==> config.mk <==
export PLATFORM = sky130hd
export DESIGN_NAME = serial_command_framer
export DESIGN_NICKNAME = d
export VERILOG_FILES = /design/src/rtl/core/scf_pkg.sv /design/src/rtl/core/scf_ctrl.sv /design/src/rtl/core/scf_datapath.sv /design/src/rtl/core/serial_command_framer.sv
export SDC_FILE = /design/constraint.sdc
export NUM_CORES = 1
export LEC_CHECK = 0
export BUFFER_PORTS_ARGS = -buffer_cell sky130_fd_sc_hd__buf_2
export CAP_MARGIN = 5
export CORE_AREA = 2 2 148 150
export DETAILED_ROUTE_END_ITERATION = 10
export DIE_AREA = 0 0 150 152
export GPL_TIMING_DRIVEN = 0
export HOLD_SLACK_MARGIN = 0.15
export PLACE_DENSITY = 0.77
export SETUP_SLACK_MARGIN = 0.2
export SLEW_MARGIN = 25
export SYNTH_ARGS = -nofsm -noshare
export SYNTH_HDL_FRONTEND = slang
export SYNTH_SLANG_ARGS = --single-unit
==> constraint.sdc <==
create_clock -name clk -period 8.05 [get_ports clk]
set_clock_uncertainty 0.05 [all_clocks]
set_input_delay 1.61 -clock clk [delete_from_list [all_inputs] [get_ports clk]]
set_output_delay 1.61 -clock clk [all_outputs]
set_load 0.02 [all_outputs]
==> src/rtl/core/scf_pkg.sv <==
// Shared types, constants and helpers for the serial command framer.
package scf_pkg;

  localparam int MAX_PARAMS_DEF = 32;

  localparam int BYTE_W  = 8;
  localparam int CODE_W  = 2;
  localparam int IDX_W   = 5;
  localparam int NEED_W  = 6;
  localparam int TICK_W  = 8;

  localparam logic [BYTE_W-1:0] CMD_SET_ROW = 8'h20;
  localparam logic [BYTE_W-1:0] CMD_BRIGHT  = 8'h21;
  localparam logic [BYTE_W-1:0] CMD_BLINK   = 8'h22;
  localparam logic [BYTE_W-1:0] CMD_GRAM    = 8'h23;

  localparam logic [CODE_W-1:0] CODE_SET_ROW = 2'd0;
  localparam logic [CODE_W-1:0] CODE_BRIGHT  = 2'd1;
  localparam logic [CODE_W-1:0] CODE_BLINK   = 2'd2;
  localparam logic [CODE_W-1:0] CODE_GRAM    = 2'd3;

  localparam logic [TICK_W-1:0] TIMEOUT_RESET = 8'd6;

  localparam logic KIND_BYTE = 1'b0;
  localparam logic KIND_TICK = 1'b1;

  localparam logic EV_PARAM   = 1'b0;
  localparam logic EV_TIMEOUT = 1'b1;

  typedef enum logic [1:0] {
    ST_IDLE,
    ST_READ,
    ST_SHOW
  } state_t;

  // Controller -> datapath
  typedef struct packed {
    logic take;   // input transfer this cycle
    logic read;   // fetch next stored parameter into the output register
  } ctrl_cmd_t;

  // Datapath -> controller
  typedef struct packed {
    logic tout_emit;   // current input is a tick that abandons a partial frame
    logic frame_done;  // current input is the byte that completes a frame
    logic out_last;    // output register holds the last result of its run
  } dp_sts_t;

  function automatic logic cmd_known(input logic [BYTE_W-1:0] b);
    return (b == CMD_SET_ROW) || (b == CMD_BRIGHT) || (b == CMD_BLINK) ||
           (b == CMD_GRAM);
  endfunction

  function automatic logic [NEED_W-1:0] need_of(input logic [CODE_W-1:0] code);
    logic [NEED_W-1:0] n;
    case (code)
      CODE_SET_ROW: n = 6'd2;
      CODE_BRIGHT:  n = 6'd1;
      CODE_BLINK:   n = 6'd1;
      CODE_GRAM:    n = 6'd32;
      default:      n = 6'd0;
    endcase
    return n;
  endfunction

endpackage

==> src/rtl/core/scf_ctrl.sv <==
// Sequencer for input transfers, parameter drain and result hand-off.
module scf_ctrl (
  input  logic              clk,
  input  logic              rst,
  input  logic              in_valid,
  output logic              in_ready,
  output logic              out_valid,
  input  logic              out_ready,
  input  scf_pkg::dp_sts_t  sts,
  output scf_pkg::ctrl_cmd_t cmd
);
  import scf_pkg::*;

  state_t state;
  state_t state_next;

  always_ff @(posedge clk) begin
    if (rst) begin
      state <= ST_IDLE;
    end else begin
      state <= state_next;
    end
  end

  always_comb begin
    state_next = state;
    case (state)
      ST_IDLE: begin
        if (in_valid) begin
          if (sts.tout_emit) begin
            state_next = ST_SHOW;
          end else if (sts.frame_done) begin
            state_next = ST_READ;
          end
        end
      end
      ST_READ: begin
        state_next = ST_SHOW;
      end
      ST_SHOW: begin
        if (out_ready) begin
          state_next = sts.out_last ? ST_IDLE : ST_READ;
        end
      end
      default: begin
        state_next = ST_IDLE;
      end
    endcase
  end

  always_comb begin
    in_ready  = 1'b0;
    out_valid = 1'b0;
    cmd       = '0;
    case (state)
      ST_IDLE: begin
        in_ready = 1'b1;
        cmd.take = in_valid;
      end
      ST_READ: begin
        cmd.read = 1'b1;
      end
      ST_SHOW: begin
        out_valid = 1'b1;
      end
      default: begin
        in_ready = 1'b0;
      end
    endcase
  end

endmodule

==> src/rtl/core/scf_datapath.sv <==
// Frame state, parameter store, timeout counter and output register.
module scf_datapath #(
  parameter int MAX_PARAMS = scf_pkg::MAX_PARAMS_DEF
) (
  input  logic                         clk,
  input  logic                         rst,
  input  logic                         kind,
  input  logic [scf_pkg::BYTE_W-1:0]   rx_byte,
  input  logic                         cfg_valid,
  input  logic [scf_pkg::TICK_W-1:0]   cfg_data,
  input  scf_pkg::ctrl_cmd_t           cmd,
  output scf_pkg::dp_sts_t             sts,
  output logic                         event_res,
  output logic [scf_pkg::CODE_W-1:0]   command,
  output logic [scf_pkg::IDX_W-1:0]    param_index,
  output logic [scf_pkg::BYTE_W-1:0]   param_value,
  output logic                         last
);
  import scf_pkg::*;

  localparam int AW    = $clog2(MAX_PARAMS);
  localparam int CNT_W = $clog2(MAX_PARAMS + 1);

  logic [TICK_W-1:0] timeout_ticks;
  logic              awaiting;
  logic              known;
  logic [CODE_W-1:0] code;
  logic [CNT_W-1:0]  count;
  logic [TICK_W-1:0] idle_ticks;
  logic [AW-1:0]     rd_idx;
  logic [BYTE_W-1:0] store [MAX_PARAMS];

  logic [TICK_W:0]   idle_inc;
  logic              fire;
  logic              room;
  logic [NEED_W-1:0] need;
  logic              store_wr;

  assign idle_inc = {1'b0, idle_ticks} + {{TICK_W{1'b0}}, 1'b1};
  assign fire     = (kind == KIND_TICK) && (idle_inc >= {1'b0, timeout_ticks});
  assign need     = need_of(code);
  assign room     = 32'(count) < MAX_PARAMS;
  assign store_wr = cmd.take && (kind == KIND_BYTE) && !awaiting && known && room;

  assign sts.tout_emit  = fire && !awaiting;
  assign sts.frame_done = (kind == KIND_BYTE) && !awaiting && known && room &&
                          (32'(count) + 32'd1 == 32'(need));
  assign sts.out_last   = last;

  always_ff @(posedge clk) begin
    if (rst) begin
      timeout_ticks <= TIMEOUT_RESET;
      awaiting      <= 1'b1;
      known         <= 1'b0;
      code          <= CODE_SET_ROW;
      count         <= '0;
      idle_ticks    <= '0;
      rd_idx        <= '0;
    end else begin
      if (cfg_valid) begin
        timeout_ticks <= cfg_data;
      end
      if (cmd.read) begin
        rd_idx <= rd_idx + 1'b1;
      end
      if (cmd.take) begin
        if (kind == KIND_TICK) begin
          if (fire) begin
            idle_ticks <= '0;
            known      <= 1'b0;
            code       <= CODE_SET_ROW;
            count      <= '0;
            awaiting   <= 1'b1;
          end else begin
            idle_ticks <= idle_inc[TICK_W-1:0];
          end
        end else begin
          idle_ticks <= '0;
          if (awaiting) begin
            awaiting <= 1'b0;
            known    <= cmd_known(rx_byte);
            code     <= cmd_known(rx_byte) ? rx_byte[CODE_W-1:0] : CODE_SET_ROW;
            count    <= '0;
          end else if (store_wr) begin
            if (sts.frame_done) begin
              awaiting <= 1'b1;
              count    <= '0;
              rd_idx   <= '0;
            end else begin
              count <= count + 1'b1;
            end
          end
        end
      end
    end
  end

  // Store and output payload: no reset needed.
  always_ff @(posedge clk) begin
    if (store_wr) begin
      store[count[AW-1:0]] <= rx_byte;
    end
    if (cmd.take && sts.tout_emit) begin
      event_res   <= EV_TIMEOUT;
      command     <= code;
      param_index <= '0;
      param_value <= '0;
      last        <= 1'b1;
    end else if (cmd.read) begin
      event_res   <= EV_PARAM;
      command     <= code;
      param_index <= IDX_W'(rd_idx);
      param_value <= store[rd_idx];
      last        <= (32'(rd_idx) + 32'd1 == 32'(need));
    end
  end

endmodule

==> src/rtl/core/serial_command_framer.sv <==
// Top level of the serial command framer: controller plus datapath.
//
//  Channel | Signals                                   | Direction | Moves
//  --------+-------------------------------------------+-----------+---------------------------
//  in      | in_valid, in_ready, kind, rx_byte         | input     | one byte or timer tick
//  out     | out_valid, out_ready, event_res, command, | output    | one parameter or timeout
//          | param_index, param_value, last            |           | result
//  cfg     | cfg_valid, cfg_ready, cfg_data            | input     | timeout_ticks write
//
// An input transfer that produces no result leaves the block idle, so in_ready
// stays high. A completing byte starts a drain through the parameter store's
// single registered read port: each result is read, then shown. A timeout
// result is loaded on the tick's transfer and shown the next cycle. in_ready
// stays low while any result of the current item is pending; out_ready low
// holds the output register. Synchronous active-high reset restores
// timeout_ticks to 6 and the frame state to awaiting a command; the store
// itself is not cleared. cfg_ready is always high.
module serial_command_framer #(
  parameter int MAX_PARAMS = scf_pkg::MAX_PARAMS_DEF
) (
  input  logic                         clk,
  input  logic                         rst,
  // input items
  input  logic                         in_valid,
  output logic                         in_ready,
  input  logic                         kind,
  input  logic [scf_pkg::BYTE_W-1:0]   rx_byte,
  // results
  output logic                         out_valid,
  input  logic                         out_ready,
  output logic                         event_res,
  output logic [scf_pkg::CODE_W-1:0]   command,
  output logic [scf_pkg::IDX_W-1:0]    param_index,
  output logic [scf_pkg::BYTE_W-1:0]   param_value,
  output logic                         last,
  // configuration
  input  logic                         cfg_valid,
  output logic                         cfg_ready,
  input  logic [scf_pkg::TICK_W-1:0]   cfg_data
);
  import scf_pkg::*;

  ctrl_cmd_t cmd;
  dp_sts_t   sts;

  // Config writes land whenever offered; the user must issue them only while idle (not enforced here).
  assign cfg_ready = 1'b1;

  scf_ctrl u_ctrl (
    .clk       (clk),
    .rst       (rst),
    .in_valid  (in_valid),
    .in_ready  (in_ready),
    .out_valid (out_valid),
    .out_ready (out_ready),
    .sts       (sts),
    .cmd       (cmd)
  );

  scf_datapath #(
    .MAX_PARAMS (MAX_PARAMS)
  ) u_dp (
    .clk         (clk),
    .rst         (rst),
    .kind        (kind),
    .rx_byte     (rx_byte),
    .cfg_valid   (cfg_valid && cfg_ready),
    .cfg_data    (cfg_data),
    .cmd         (cmd),
    .sts         (sts),
    .event_res   (event_res),
    .command     (command),
    .param_index (param_index),
    .param_value (param_value),
    .last        (last)
  );

  // Input and output sides never overlap: one item at a time.
  assert property (@(posedge clk) disable iff (rst) !(in_ready && out_valid))
    else $error("input accepted while a result is pending");

  // The last result of a run returns the block to taking input.
  assert property (@(posedge clk) disable iff (rst)
      out_valid && out_ready && last |=> in_ready)
    else $error("not idle after final result transfer");

  // A timeout result is always a single, zero-payload result.
  assert property (@(posedge clk) disable iff (rst)
      out_valid && (event_res == EV_TIMEOUT) |->
        last && (param_index == '0) && (param_value == '0))
    else $error("malformed timeout result");

  // A tick never leads straight into a parameter drain.
  assert property (@(posedge clk) disable iff (rst)
      in_valid && in_ready && (kind == KIND_TICK) |=> !out_valid || event_res == EV_TIMEOUT)
    else $error("tick produced a parameter result");

endmodule
==> qor.yml <==
run_status:
  status: "completed"
placed_design:
  portBuffers: 37
  hpwl_um: 17900
  gp_congestion: 0.920
  preCtsSetupSlack_ps: 3870
yosys:
  ys_seq_area_frac: 0.694
  synth-edff-count: 258
  ys_ff_latch: 306
  async_flop_share: 0
  yosys.area.top_type: "edfxtp_1"
  yosys_warnings: 0
  yosys-top-cells-area: "edfxtp_1, mux4_2, dfxtp_1"
  syn_nets: 837
  synth_ff_type: "edfxtp_1"
  netlist_instances: 799
  synth_top_area_share: 0.617
  synth.distinct_cells: 57
  syn_area_per_cell_um2: 15.7
  syn-cell-area_mm2: 0.0126
min_path:
  hold_path.class: "flip-flop to flip-flop"
route:
  drtAntennaViolNets: 0
  wl_per_cell_um: 23.9
  route.detailed.drc: 0
  dr_total_vias: 7361
  drt-initial-drc-count: 843
  drt-vias-per-instance: 6.29
  drt_wl_total_um: 28000
  dr.pass1.iters: 5
sta:
  finalMaxSlewViolations: 0
  tns_ps: 0
  hold_viol: 0
  finalCritPeriodShare: 0.457
  setup_viol: 0
  slew_headroom: 0.458
  setup_ws_ps: 4370
  tightestPinTransition_ps: 810
  rsz0062_at_grt: "no"
  fin_crit_ps: 3680
  fmax_mhz: 272
setup_path:
  crit_fanout: 8
  cp.required_ps: 8160
  critPathLaunchType: "primary input"
  endpoint_kind: "flip-flop"
  crit_chain: "clkbuf_1, nor4b_1, and3_1, clkbuf_1, nand2_1, nor2_1"
  slowest_delay_ps: 770
  cp.arrival_ps: 3780
  crit_top_cell: "clkbuf_1"
  critPathSlowestCell: "nor2_1"
  worstSetupPathType: "primary input to flip-flop"
floorplan:
  die_width_um: 150
  die_area_mm2: 0.0228
  io_pins: 42
  initial_utilization: 0.588
  die_h_um: 152
  fp-row-count: 54
  coreArea_mm2: 0.0214
layout:
  final_common_cell: "edfxtp_1"
  seq_area_mm2: 0.00871
  fin_util: 0.661
  diodes: 0
  fill_cells: 1482
  multiInputGateArea_mm2: 0.00357
  nets: 906
  final_cell_mix: "edfxtp_1, nand2_1, nor2_1"
  area_delta_synth_final_pct: 12.5
  drive_gt1_frac: 0.190
cts:
  cts-root-buf: "clkbuf_16"
  htreeDepth: 1
  clock-sinks: 306
  numCtsBuffers: 30
  cts_hold_buf: 0
  cts.path.max_buffers: 3
  tritoncts: "built"
  cts.repair.resized: 0
  clkSlewWorstSetupHoldPaths_ps: 60
  clock_latency_ps: 560
  post_cts.repair.setup_buffers: 0
global_route:
  grt_pass1_wl_um: 42300
  grt_max_degree: 34
  groute.usage.overall: 0.250
  antenna_found_initial: 1
  grt_pass1_vias: 7265
  overflow: 0
job:
  max_cap_violations: 0
power_and_ir_drop:
  power.density_mw_per_mm2: 234
  irDropWorstVdd_mv: 0.248
  power_leakage_nw: 4.65
[synth_stat cells, types with 3 or more instances]
cell	count
a2111oi_0	7
ha_1	16
nand4_1	5
or3_1	7
xnor2_1	12
mux2i_1	24
nand3_1	15
o22ai_1	7
nand3b_1	4
nor3_1	6
mux2_2	10
nor2_1	66
xor2_1	6
buf_4	4
nand2_1	67
clkbuf_1	22
a22oi_1	9
a21oi_1	35
nor2b_1	7
o21ai_0	18
dfxtp_1	48
a211oi_1	4
nor4_1	7
a41oi_1	3
and3_1	6
inv_1	20
mux4_2	53
edfxtp_1	258
nand2b_1	6
buf_2	14
[cell type report]
cell class | count | area share
Buffer | 42 | 0.0140
Clock buffer | 37 | 0.0565
Clock inverter | 18 | 0.0164
Inverter | 20 | 0.00532
Multi-Input combinational cell | 431 | 0.253
Sequential cell | 306 | 0.617
Tap cell | 280 | 0.0248
Timing Repair Buffer | 37 | 0.0131
[registers in the layout, indices dropped and copies added, names as in the netlist]
| name | count |
|---|---|
| u_ctrl.state | 2 |
| u_dp.awaiting | 1 |
| u_dp.count | 6 |
| u_dp.store | 256 |
| u_dp.command | 2 |
| u_dp.param_index | 5 |
| u_dp.idle_ticks | 8 |
| u_dp.code | 2 |
| u_dp.param_value | 8 |
| u_dp.timeout_ticks | 8 |
| u_dp.last | 1 |
| u_dp.known | 1 |
| u_dp.rd_idx | 5 |
| u_dp.event_res | 1 |
[worst paths after layout]
check             depth (start not counted)  slack [ps]                 from                   to
setup / recovery                          6        4370                 kind    u_dp.store[12][1]
setup reg to reg                         11        4620   u_dp.idle_ticks[0]  u_dp.param_value[7]
hold reg to reg                           2         400  u_dp.param_index[2]  u_dp.param_index[2]
hold / removal                            2         400  u_dp.param_index[2]  u_dp.param_index[2]
[per-stage QoR]
stage                     area (um2)  hold WS, ps  power, mW  instances
after floorplan                12600          399       1.83        799
after global placement         13100          386       1.89       1116
after detailed placement       13100          396       1.89       1116
after CTS                      14100          404       3.32       1171
after global routing           14100          430       3.39       1171
final                          14100          402       3.31       1171
[worst max-delay path, delay by kind of cell]
kind | cells | cell delay, ps
buffers and inverters | 2 | 420
AND/OR/NAND/NOR | 4 | 1750
[routing by layer]
layer / vias to the layer above / share of wire / global-route usage
li1: 3220 / - / -
met1: 3676 / 0.40 / 0.359
met2: 377 / 0.47 / 0.391
met3: 88 / 0.098 / 0.0505
met4: 0 / 0.035 / 0.0822
met5: - / 0 / 0
[where the power goes]
group / total [mW] / internal [mW] / switching, mW
Clock: 1.45 / 0.889 / 0.561
Sequential: 1.75 / 1.73 / 0.0149
Combinational: 0.106 / 0.0319 / 0.0746
[kinds of logic after synthesis]
| group | share of synthesized area |
|---|---|
| DFF | 0.694 |
| and+or+nand+nor | 0.0771 |
| AOI/OAI and AO/OA | 0.0542 |
| muxes | 0.124 |
| buffers and inverters | 0.0217 |
| xor gates and xnor gates | 0.0126 |
| adders and majority gates | 0.0159 |
| other | 0.000299 |
Power figures use the tool's default switching activity.
